$ cat src/rtl/etrb_pkg.sv
// ----------------------------------------------------------------------------
// etrb_pkg
// shared command codes, request and response types of the event trace ring
// ----------------------------------------------------------------------------
package etrb_pkg;

  localparam int unsigned SEQ_W  = 32;
  localparam int unsigned TIME_W = 32;
  localparam int unsigned MAX_W  = 7;

  // command codes on the request channel
  localparam logic [1:0] CMD_ADD   = 2'd0;
  localparam logic [1:0] CMD_DRAIN = 2'd1;
  localparam logic [1:0] CMD_CLEAR = 2'd2;

  // classified operation carried from the front to the back
  typedef enum logic [1:0] {
    OP_ADD,
    OP_DRAIN,
    OP_CLEAR,
    OP_NOP
  } op_e;

  typedef struct packed {
    op_e               op;
    logic [TIME_W-1:0] uptime_ms;
    logic [7:0]        event_code;
    logic [7:0]        state_code;
    logic [7:0]        detail_code;
    logic [7:0]        flag_bits;
    logic [SEQ_W-1:0]  since_seq;
    logic [MAX_W-1:0]  max_entries;
  } req_t;

  // head of the command queue as seen by the back end
  typedef struct packed {
    logic valid;
    req_t req;
  } qhead_t;

  typedef struct packed {
    logic              entry_valid;
    logic [SEQ_W-1:0]  entry_seq;
    logic [TIME_W-1:0] entry_uptime;
    logic [7:0]        entry_event;
    logic [7:0]        entry_state;
    logic [7:0]        entry_detail;
    logic [7:0]        entry_flags;
    logic [SEQ_W-1:0]  resume_seq;
    logic [31:0]       drop_count;
    logic [SEQ_W-1:0]  oldest_seq;
    logic              last;
  } rsp_t;

endpackage

$ cat src/rtl/etrb_if.sv
// ----------------------------------------------------------------------------
// etrb request and response channels
// valid/ready channels carrying the trace ring request and response fields
// ----------------------------------------------------------------------------
interface etrb_req_if;
  logic        valid;
  logic        ready;
  logic [1:0]  cmd;
  logic [31:0] uptime_ms;
  logic [7:0]  event_code;
  logic [7:0]  state_code;
  logic [7:0]  detail_code;
  logic [7:0]  flag_bits;
  logic [31:0] since_seq;
  logic [6:0]  max_entries;

  modport source (
    output valid, cmd, uptime_ms, event_code, state_code, detail_code, flag_bits,
           since_seq, max_entries,
    input  ready
  );
  modport sink (
    input  valid, cmd, uptime_ms, event_code, state_code, detail_code, flag_bits,
           since_seq, max_entries,
    output ready
  );
endinterface


$ cat src/rtl/etrb_front.sv
// ----------------------------------------------------------------------------
// etrb_front
// accepts requests, classifies the command and queues them for the back end
// ----------------------------------------------------------------------------
module etrb_front (
  input  logic             clk_i,
  input  logic             rst_ni,
  etrb_req_if.sink         req_i,
  input  logic             pop_i,
  output etrb_pkg::qhead_t head_o
);

  localparam int unsigned QDEPTH = 2;
  localparam int unsigned QPTR_W = $clog2(QDEPTH);
  localparam int unsigned QCNT_W = $clog2(QDEPTH + 1);

  etrb_pkg::req_t    slot_q [QDEPTH];
  etrb_pkg::req_t    cls;
  logic [QPTR_W-1:0] wr_q, wr_d;
  logic [QPTR_W-1:0] rd_q, rd_d;
  logic [QCNT_W-1:0] cnt_q, cnt_d;
  logic              push;
  logic              pop;

  assign req_i.ready = (cnt_q != QCNT_W'(QDEPTH));
  assign push        = req_i.valid && req_i.ready;
  assign pop         = pop_i && (cnt_q != '0);

  // command decode
  always_comb begin
    cls.uptime_ms   = req_i.uptime_ms;
    cls.event_code  = req_i.event_code;
    cls.state_code  = req_i.state_code;
    cls.detail_code = req_i.detail_code;
    cls.flag_bits   = req_i.flag_bits;
    cls.since_seq   = req_i.since_seq;
    cls.max_entries = req_i.max_entries;
    case (req_i.cmd)
      etrb_pkg::CMD_ADD:   cls.op = etrb_pkg::OP_ADD;
      etrb_pkg::CMD_DRAIN: cls.op = etrb_pkg::OP_DRAIN;
      etrb_pkg::CMD_CLEAR: cls.op = etrb_pkg::OP_CLEAR;
      default:             cls.op = etrb_pkg::OP_NOP;
    endcase
  end

  always_comb begin
    wr_d  = push ? ((wr_q == QPTR_W'(QDEPTH - 1)) ? '0 : wr_q + 1'b1) : wr_q;
    rd_d  = pop  ? ((rd_q == QPTR_W'(QDEPTH - 1)) ? '0 : rd_q + 1'b1) : rd_q;
    cnt_d = cnt_q;
    if (push && !pop) begin
      cnt_d = cnt_q + 1'b1;
    end else if (pop && !push) begin
      cnt_d = cnt_q - 1'b1;
    end
  end

  always_ff @(posedge clk_i or negedge rst_ni) begin
    if (!rst_ni) begin
      wr_q  <= '0;
      rd_q  <= '0;
      cnt_q <= '0;
    end else begin
      wr_q  <= wr_d;
      rd_q  <= rd_d;
      cnt_q <= cnt_d;
    end
  end

  always_ff @(posedge clk_i) begin
    if (push) begin
      slot_q[wr_q] <= cls;
    end
  end

  assign head_o.valid = (cnt_q != '0);
  assign head_o.req   = slot_q[rd_q];

endmodule

$ cat src/flat_wrapper.sv
// flat-port wrapper written by rule: the top's interface ports become plain ports
module etrb_front_flat 
  (clk_i, rst_ni, pop_i, head_o, req_i_valid, req_i_cmd, req_i_uptime_ms, req_i_event_code, req_i_state_code, req_i_detail_code, req_i_flag_bits, req_i_since_seq, req_i_max_entries, req_i_ready);
  etrb_req_if req_i_i ();
  input  logic clk_i;
  input  logic rst_ni;
  input  logic pop_i;
  output etrb_pkg::qhead_t head_o;
  input wire logic [$bits(req_i_i.valid)-1:0] req_i_valid;
  input wire logic [$bits(req_i_i.cmd)-1:0] req_i_cmd;
  input wire logic [$bits(req_i_i.uptime_ms)-1:0] req_i_uptime_ms;
  input wire logic [$bits(req_i_i.event_code)-1:0] req_i_event_code;
  input wire logic [$bits(req_i_i.state_code)-1:0] req_i_state_code;
  input wire logic [$bits(req_i_i.detail_code)-1:0] req_i_detail_code;
  input wire logic [$bits(req_i_i.flag_bits)-1:0] req_i_flag_bits;
  input wire logic [$bits(req_i_i.since_seq)-1:0] req_i_since_seq;
  input wire logic [$bits(req_i_i.max_entries)-1:0] req_i_max_entries;
  output wire logic [$bits(req_i_i.ready)-1:0] req_i_ready;
  assign req_i_i.valid = req_i_valid;
  assign req_i_i.cmd = req_i_cmd;
  assign req_i_i.uptime_ms = req_i_uptime_ms;
  assign req_i_i.event_code = req_i_event_code;
  assign req_i_i.state_code = req_i_state_code;
  assign req_i_i.detail_code = req_i_detail_code;
  assign req_i_i.flag_bits = req_i_flag_bits;
  assign req_i_i.since_seq = req_i_since_seq;
  assign req_i_i.max_entries = req_i_max_entries;
  assign req_i_ready = req_i_i.ready;
  etrb_front u_core (.clk_i(clk_i), .rst_ni(rst_ni), .req_i(req_i_i), .pop_i(pop_i), .head_o(head_o));
endmodule
$ cat config.mk
export PLATFORM = sky130hd
export DESIGN_NAME = etrb_front_flat
export DESIGN_NICKNAME = d
export VERILOG_FILES = /design/src/rtl/etrb_pkg.sv /design/src/rtl/etrb_if.sv /design/src/rtl/etrb_front.sv /design/src/flat_wrapper.sv
export SDC_FILE = /design/constraint.sdc
export NUM_CORES = 1
export LEC_CHECK = 0
export BUFFER_PORTS_ARGS = -buffer_cell sky130_fd_sc_hd__buf_2
export CORE_ASPECT_RATIO = 1.25
export CORE_MARGIN = 8
export CORE_UTILIZATION = 52
export DETAILED_ROUTE_END_ITERATION = 6
export GPL_ROUTABILITY_DRIVEN = 0
export PLACE_DENSITY = 0.9
export SYNTH_ARGS = -nofsm -noshare
export SYNTH_HDL_FRONTEND = slang
export SYNTH_SLANG_ARGS = --single-unit
$ cat constraint.sdc
create_clock -name clk_i -period 7.4 [get_ports clk_i]
set_input_delay 0.74 -clock clk_i [delete_from_list [all_inputs] [get_ports clk_i]]
set_output_delay 0.74 -clock clk_i [all_outputs]
set_load 0.05 [all_outputs]
Word level (Yosys, flattened, before mapping)
Memories as Yosys holds them, arrays and structs flattened.
Cells that the tools add are included.
W data, S select, Z words.
{ "word_totals": {"mem_bits_rw": 210, "output_inout_bits": 107, "memories": 1, "in_bits": 109, "elab_cells": 27, "register_bits": 4} }
{ "classes": {"eq_ne": 3, "reduce_logical": 9, "mux": 7, "add_sub_neg": 4} }
{ "memory_table": {"columns": ["memory", "words", "width", "rd", "rd_ports_with_merged_regs", "wr", "line_no", "rtl"], "rows": [
  ["u_core.slot_q", 2, 105, 1, 0, 1, "etrb_front.sv:17", "etrb_pkg::req_t slot_q [QDEPTH];"]
]} }
{ "op_table": {"columns": ["operator", "n"], "rows": [
  ["$pmux W2 S3", 1],
  ["$logic_and A1 B1 Y1", 4],
  ["$mux W1", 4],
  ["$mux W2", 2],
  ["$reduce_bool A2 Y1", 2],
  ["$add A1 B1 Y1 const B", 2],
  ["$add A2 B1 Y2 const B", 1],
  ["$eq A2 B1 Y1 const B", 1],
  ["$eq A2 B2 Y1 const B", 1],
  ["$logic_not A1 Y1", 2],
  ["$logic_not A2 Y1", 1],
  ["$ne A2 B2 Y1 const B", 1],
  ["$sub A2 B1 Y2 const B", 1]
]} }

Depth between registers and ports, before layout
Gate-level depths: netlist of run 1.
{ "logic_depth": {"ltp_word": 6, "mapped_depth": 7, "ltp_nobuf": 7} }

Worst setup path after synthesis of run 1
OpenSTA, ideal clock, no wires.
{ "synth_timing": {"path_kind": "register to register", "startpoint": "reg u_core.cnt_q[0]", "endpoint": "mem u_core.slot_q[0][0] (netlist name) (enable)", "slack_ps": 1390, "t_arrival_ps": 5440, "stages_incl_launch_ff": 4, "synth_period_minus_slack_ps": 6010, "required_ps": 6830, "cell_sequence": "dfrtp_1 > nand2b_1 > nand2_1 > nor2_1"} }
{ "synth_between": {"elab_chain_cells": 4} }
{ "synth_rtl": {"columns": ["item", "line_no", "rtl"], "rows": [
  ["start, declared", "etrb_front.sv:21", "logic [QCNT_W-1:0] cnt_q, cnt_d;"],
  ["start signal, assigned", "etrb_front.sv:65", "cnt_q <= cnt_d;"],
  ["$ne A2 B2 Y1", "etrb_front.sv:25", "assign req_i.ready = (cnt_q != QCNT_W'(QDEPTH));"],
  ["net req_i_ready", "flat_wrapper.sv:18", "output wire logic [$bits(req_i_i.ready)-1:0] req_i_ready;"],
  ["$logic_and A1 B1 Y1", "etrb_front.sv:26", "assign push = req_i.valid && req_i.ready;"],
  ["$mux W1", "etrb_front.sv:70", "if (push) begin"],
  ["$mux W1 (not written as such)", "etrb_front.sv:71", "slot_q[wr_q] <= cls;"],
  ["end, declared", "etrb_front.sv:17", null]
]} }
The timed path passes the listed nets, and every way through them passes these cells.

==> impl_metrics.tcl, run 1 <==
set metrics [dict create \
    rsz0062_at_grt "false" \
    antenna_found_initial 2 \
    cts_root_buf "clkbuf_16" \
    drv_cap 0 \
    hold_class "primary input to asynchronous set/reset pin" \
    period_minus_slack_ps 3610 \
    tightest_slew_ps 978 \
    final.fill_count 997 \
    cp-end-kind "output pin" \
    first_global_vias 4398 \
    slew_headroom 0.348 \
    die-area_um2 19500 \
    synth.area.top_cells "edfxtp_1 (79%), mux2_2 (9.2%), mux2_4 (7.6%)" \
    setup_tns_ps 0 \
    ys_types 16 \
    cp_num_buf_inv 2 \
    post_cts_buffers 0 \
    cp_slowest_cell "buf_4" \
    cp.arrival_ps 2870 \
    seq_area_frac_synth 0.807 \
    gr-max-usage-layer "met2" \
    dp_hpwl_mm 10.7 \
    grt_util_all_layers 0.152 \
    syn_inst 347 \
    netlist_area_um2 7940 \
    final_layout_size_suffix_gt1_frac 0.609 \
    initial_core_util 0.531 \
    hold_buffers 0 \
    required_ps 6660 \
    synth_seq_cells 214 \
    hold_violations 0 \
    path_class "flop to output pin" \
    grt_max_degree 73 \
    num_rows 50 \
    first_pass_iters 4 \
    num_vias 3916 \
    ff_latch_area_um2 6410 \
    cts_tree "yes" \
    p_per_area_nw_per_um2 478 \
    power_mw 4.68 \
    io_pins 216 \
    drtIter0Drc 215 \
    grt.met3_usage 0.0581 \
    static-leakage-power_nw 3.80 \
    syn_area_per_cell_um2 22.9 \
    clock.fmax_mhz 277 \
    synth.largest_area_cell "edfxtp_1" \
    clk_pin_slew_worst_paths_ps 70 \
    min_period_over_period 0.488 \
    critical-path-top-delay-family "buffers and inverters" \
    final_util 0.655 \
    antenna_left 0 \
    clockBufferDepth 3 \
    die_w_um 127 \
    multi_input_area_um2 1440 \
    met2_usage 0.274 \
    slew_viol_final 0 \
    setup-violations-final 0 \
    synth_warnings 0 \
    cp_slowest_stage_delay_ps 870 \
    grt_overflow 0 \
    critPathLaunchType "flop" \
    status "finished clean" \
    post-route-drc-count 0 \
    nets 683 \
    avgViaCountPerCell 5.09 \
    finClkSkew_ps 15.8 \
    cts_buffers 20 \
    htree_levels 1 \
    vdd_drop_max_v 0.000308 \
    core_um2 15000 \
    grt_first_pass_wirelength_mm 23.3 \
    timing.final.ws_setup_ps 3790 \
    dp_slack_ps 4240 \
    drt-total-wl_mm 15.4 \
    holdWs_ps 70.9 \
    cts_resized 0 \
    wire_per_inst_um 20.1 \
    numPortBuffers 215 \
    synth.net_count 457 \
    clock_sinks 214 \
    grt_util_met1 0.159 \
    worstPathCellList "buf_4 -> mux2_2 -> buf_2" \
    worstSkewPairLatency_ps 480 \
    die_h_um 154 \
    syn_to_final_growth_pct 23.4 \
    critPathMaxFanout 71 \
    synth_top_area_frac 0.794 \
]
-- stage by stage --
stage	instances	cell area, µm²
floorplan	347	7940
global placement	733	9180
detailed placement	733	9180
CTS	768	9800
global route	769	9800
finish	769	9800
-- synthesized netlist by cell type --
library cell and instances:
buf_2 6, nor2_1 2, nand2b_1 1, clkbuf_1 2, mux2_2 65, buf_6 6, xnor2_1 3, or2_2 1
dfrtp_1 4, nand2_1 2, inv_1 1, edfxtp_1 210, xor2_1 2, mux2_4 40, and3_1 1, ha_1 1
-- state kept, by name, indices dropped and copies added (netlist names) --
| name | cells |
|---|---|
| u_core.wr_q | 1 |
| u_core.slot_q | 210 |
| u_core.cnt_q | 2 |
| u_core.rd_q | 1 |
-- final cells by class --
| type | count | share of cell area |
|---|---|---|
| clock inverter | 12 | 0.00894 |
| multi-input combinational | 118 | 0.146 |
| tap | 182 | 0.0232 |
| timing repair buffer | 218 | 0.112 |
| antenna | 1 | 0.000255 |
| inverter | 1 | 0.000383 |
| sequential | 214 | 0.654 |
| clock buffer | 23 | 0.0544 |
-- worst register-to-register path: cells and delay by family, from the launching register on --
family	cells	cell delay, ps
DFF	1	410
and+or+nand+nor	3	1100
buffers and inverters	1	860
-- metal layers --
metal,share of wire,vias up
met3,0.096,33
met1,0.36,1888
met2,0.52,167
met5,0.00084,-
li1,-,1826
met4,0.021,2
-- report_power, final --
| part | switching, mW | internal (mW) | total (mW) |
|---|---|---|---|
| clock network | 0.408 | 0.552 | 0.960 |
| registers | 0.120 | 1.66 | 1.78 |
| logic | 1.38 | 0.557 | 1.94 |
-- layout by cell type, fill, tap and decap left out, types with 2 or more instances in the layout --
cell       synthesis  final
buf_2              6    215
edfxtp_1         210    210
mux2_2            65     65
mux2_4            40     40
clkbuf_16          0     21
clkinv_2           0      6
xnor2_1            3      3
clkinv_1           0      3
buf_4              0      3
dfrtp_1            4      3
nand2_1            2      2
xor2_1             2      2
clkbuf_1           2      2
-- path summary, 6_finish.rpt --
kind,startpoint,end,slack [ps],cells past startpoint
worst max-delay path,u_core.rd_q,head_o[90],3790,3
worst min-delay path,rst_ni,u_core.cnt_q[1],70,1
worst max register to register,u_core.cnt_q[0],u_core.slot_q[0][61],4570,4
worst min register to register,u_core.cnt_q[1],u_core.cnt_q[1],510,1
max in group asynchronous,rst_ni,u_core.rd_q,7180,1
min in group clk_i,req_i_flag_bits[4],u_core.slot_q[1][43],440,1
-- logic make-up after synthesis --
kind of cell / synth area share
fa+ha+maj: 0.00158
mux: 0.168
simple gates: 0.00426
xor+xnor: 0.00552
buf+inv: 0.0137
flops: 0.807
(Power assumes the default switching activity.)
==> run 2, diff against run 1 <==
clock period = 3.8 ns   (was 7.4 ns; I/O delays follow)
==> impl_metrics.tcl, run 2 (synthesized netlist as in run 1, its figures left out) <==
set metrics [dict create \
    rr_worst_depth 3 \
    antenna_left 0 \
    status "finished clean" \
    final.fill_count 939 \
    final_layout_size_suffix_gt1_frac 0.605 \
    htree_levels 1 \
    required_ps 3420 \
    die_h_um 154 \
    static-leakage-power_nw 3.82 \
    met2_usage 0.257 \
    dp_hpwl_mm 10.5 \
    clockBufferDepth 3 \
    initial_core_util 0.531 \
    clock_sinks 214 \
    grt.met3_usage 0.0543 \
    post_cts_buffers 0 \
    rsz0062_at_grt "false" \
    first_pass_iters 4 \
    critPathMaxFanout 43 \
    drtIter0Drc 206 \
    num_rows 50 \
    finClkSkew_ps 9.29 \
    setup_tns_ps 0 \
    io_pins 216 \
    reg_top3 "u_core.slot_q (210), u_core.cnt_q (2)" \
    antenna_found_initial 2 \
    hold_violations 0 \
    diodes 0 \
    num_vias 3948 \
    tightest_slew_ps 724 \
    holdWs_ps 86.1 \
    core_um2 15000 \
    wire_per_inst_um 19.9 \
    avgViaCountPerCell 5.11 \
    grt_util_met1 0.166 \
    cts_buffers 20 \
    numPortBuffers 215 \
    ff_latch_area_um2 6410 \
    top_register "u_core.slot_q" \
    critPathLaunchType "flop" \
    clk_pin_slew_worst_paths_ps 60 \
    slew_headroom 0.517 \
    syn_to_final_growth_pct 24.2 \
    cts_tree "yes" \
    final_cell_mix "buf_2 (215), edfxtp_1 (210), mux2_2 (65), mux2_4 (40), clkbuf_16 (21)" \
    cp.arrival_ps 2190 \
    drt-total-wl_mm 15.3 \
    setup-violations-final 0 \
    die-area_um2 19500 \
    grt_util_all_layers 0.150 \
    grt_overflow 0 \
    first_global_vias 4403 \
    slew_viol_final 0 \
    p_per_area_nw_per_um2 931 \
    post-route-drc-count 0 \
    cts_root_buf "clkbuf_16" \
    multi_input_area_um2 1440 \
    period_minus_slack_ps 2570 \
    min_period_over_period 0.676 \
    grt_first_pass_wirelength_mm 22.8 \
    path_class "flop to output pin" \
    worstSkewPairLatency_ps 480 \
    grt_max_degree 57 \
    final_common_cell "buf_2" \
    cp-end-kind "output pin" \
    die_w_um 127 \
    vdd_drop_max_v 0.000754 \
    hold_class "primary input to flop" \
    cts_resized 0 \
    min_delay_path_depth 1 \
    clock.fmax_mhz 389 \
    largest_register_ffs 210 \
    gr-max-usage-layer "met2" \
    nets 686 \
    drv_cap 0 \
]
run 2: through the flow:
step / setup slack [ps] / cell area [µm²] / utilization / total power, mW / instances
detailed placement: 1710 / 9220 / 0.616 / 7.36 / 735
global placement: 1730 / 9220 / 0.616 / 7.29 / 735
finish: 1230 / 9860 / 0.659 / 9.18 / 772
global route: 1130 / 9860 / 0.659 / 9.52 / 772
floorplan: 711 / 7950 / - / 6.58 / 347
CTS: 1190 / 9860 / 0.659 / 9.28 / 772
run 2: repair_timing:
item / CTS / global route
endpoints found under the hold margin: 4 / 0
endpoints found under the setup margin: 0 / 0
hold buffers: 1 / 0
run 2: routing by layer:
metal  up-vias  routed length, µm
li1       1829                  -
met1      1899               5790
met2       177               7620
met3        39               1450
met4         4                444
met5         -                 19
run 2: worst max-delay path, cell delays in order, from the launching register on:
cell	delay, ps
dfrtp_4	520
buf_4	530
mux2_2	430
buf_2	220
run 2: area by class of cell:
class                           count  share of cell area
Sequential cell                   214               0.650
Multi-Input combinational cell    118               0.146
Timing Repair Buffer              221               0.116
Clock buffer                       28              0.0580
Tap cell                          182              0.0231
Clock inverter                      8             0.00647
Inverter                            1            0.000381
run 2: power breakdown:
part           total [mW]  switching (mW)  internal, mW
Clock                1.90           0.778          1.12
Combinational        3.89            2.78          1.11
Sequential           3.39           0.159          3.23
Total                9.18            3.72          5.46
run 2: final timing paths:
check                                         start                   end  slack (ps)
worst min-delay path            req_i_uptime_ms[10]  u_core.slot_q[1][81]          90
worst max register to register      u_core.cnt_q[0]  u_core.slot_q[1][50]        1780
worst min register to register      u_core.cnt_q[1]       u_core.cnt_q[1]         510
max in group asynchronous                    rst_ni           u_core.rd_q        3410
worst max-delay path                    u_core.rd_q            head_o[13]        1230
min in group asynchronous                    rst_ni           u_core.wr_q         250
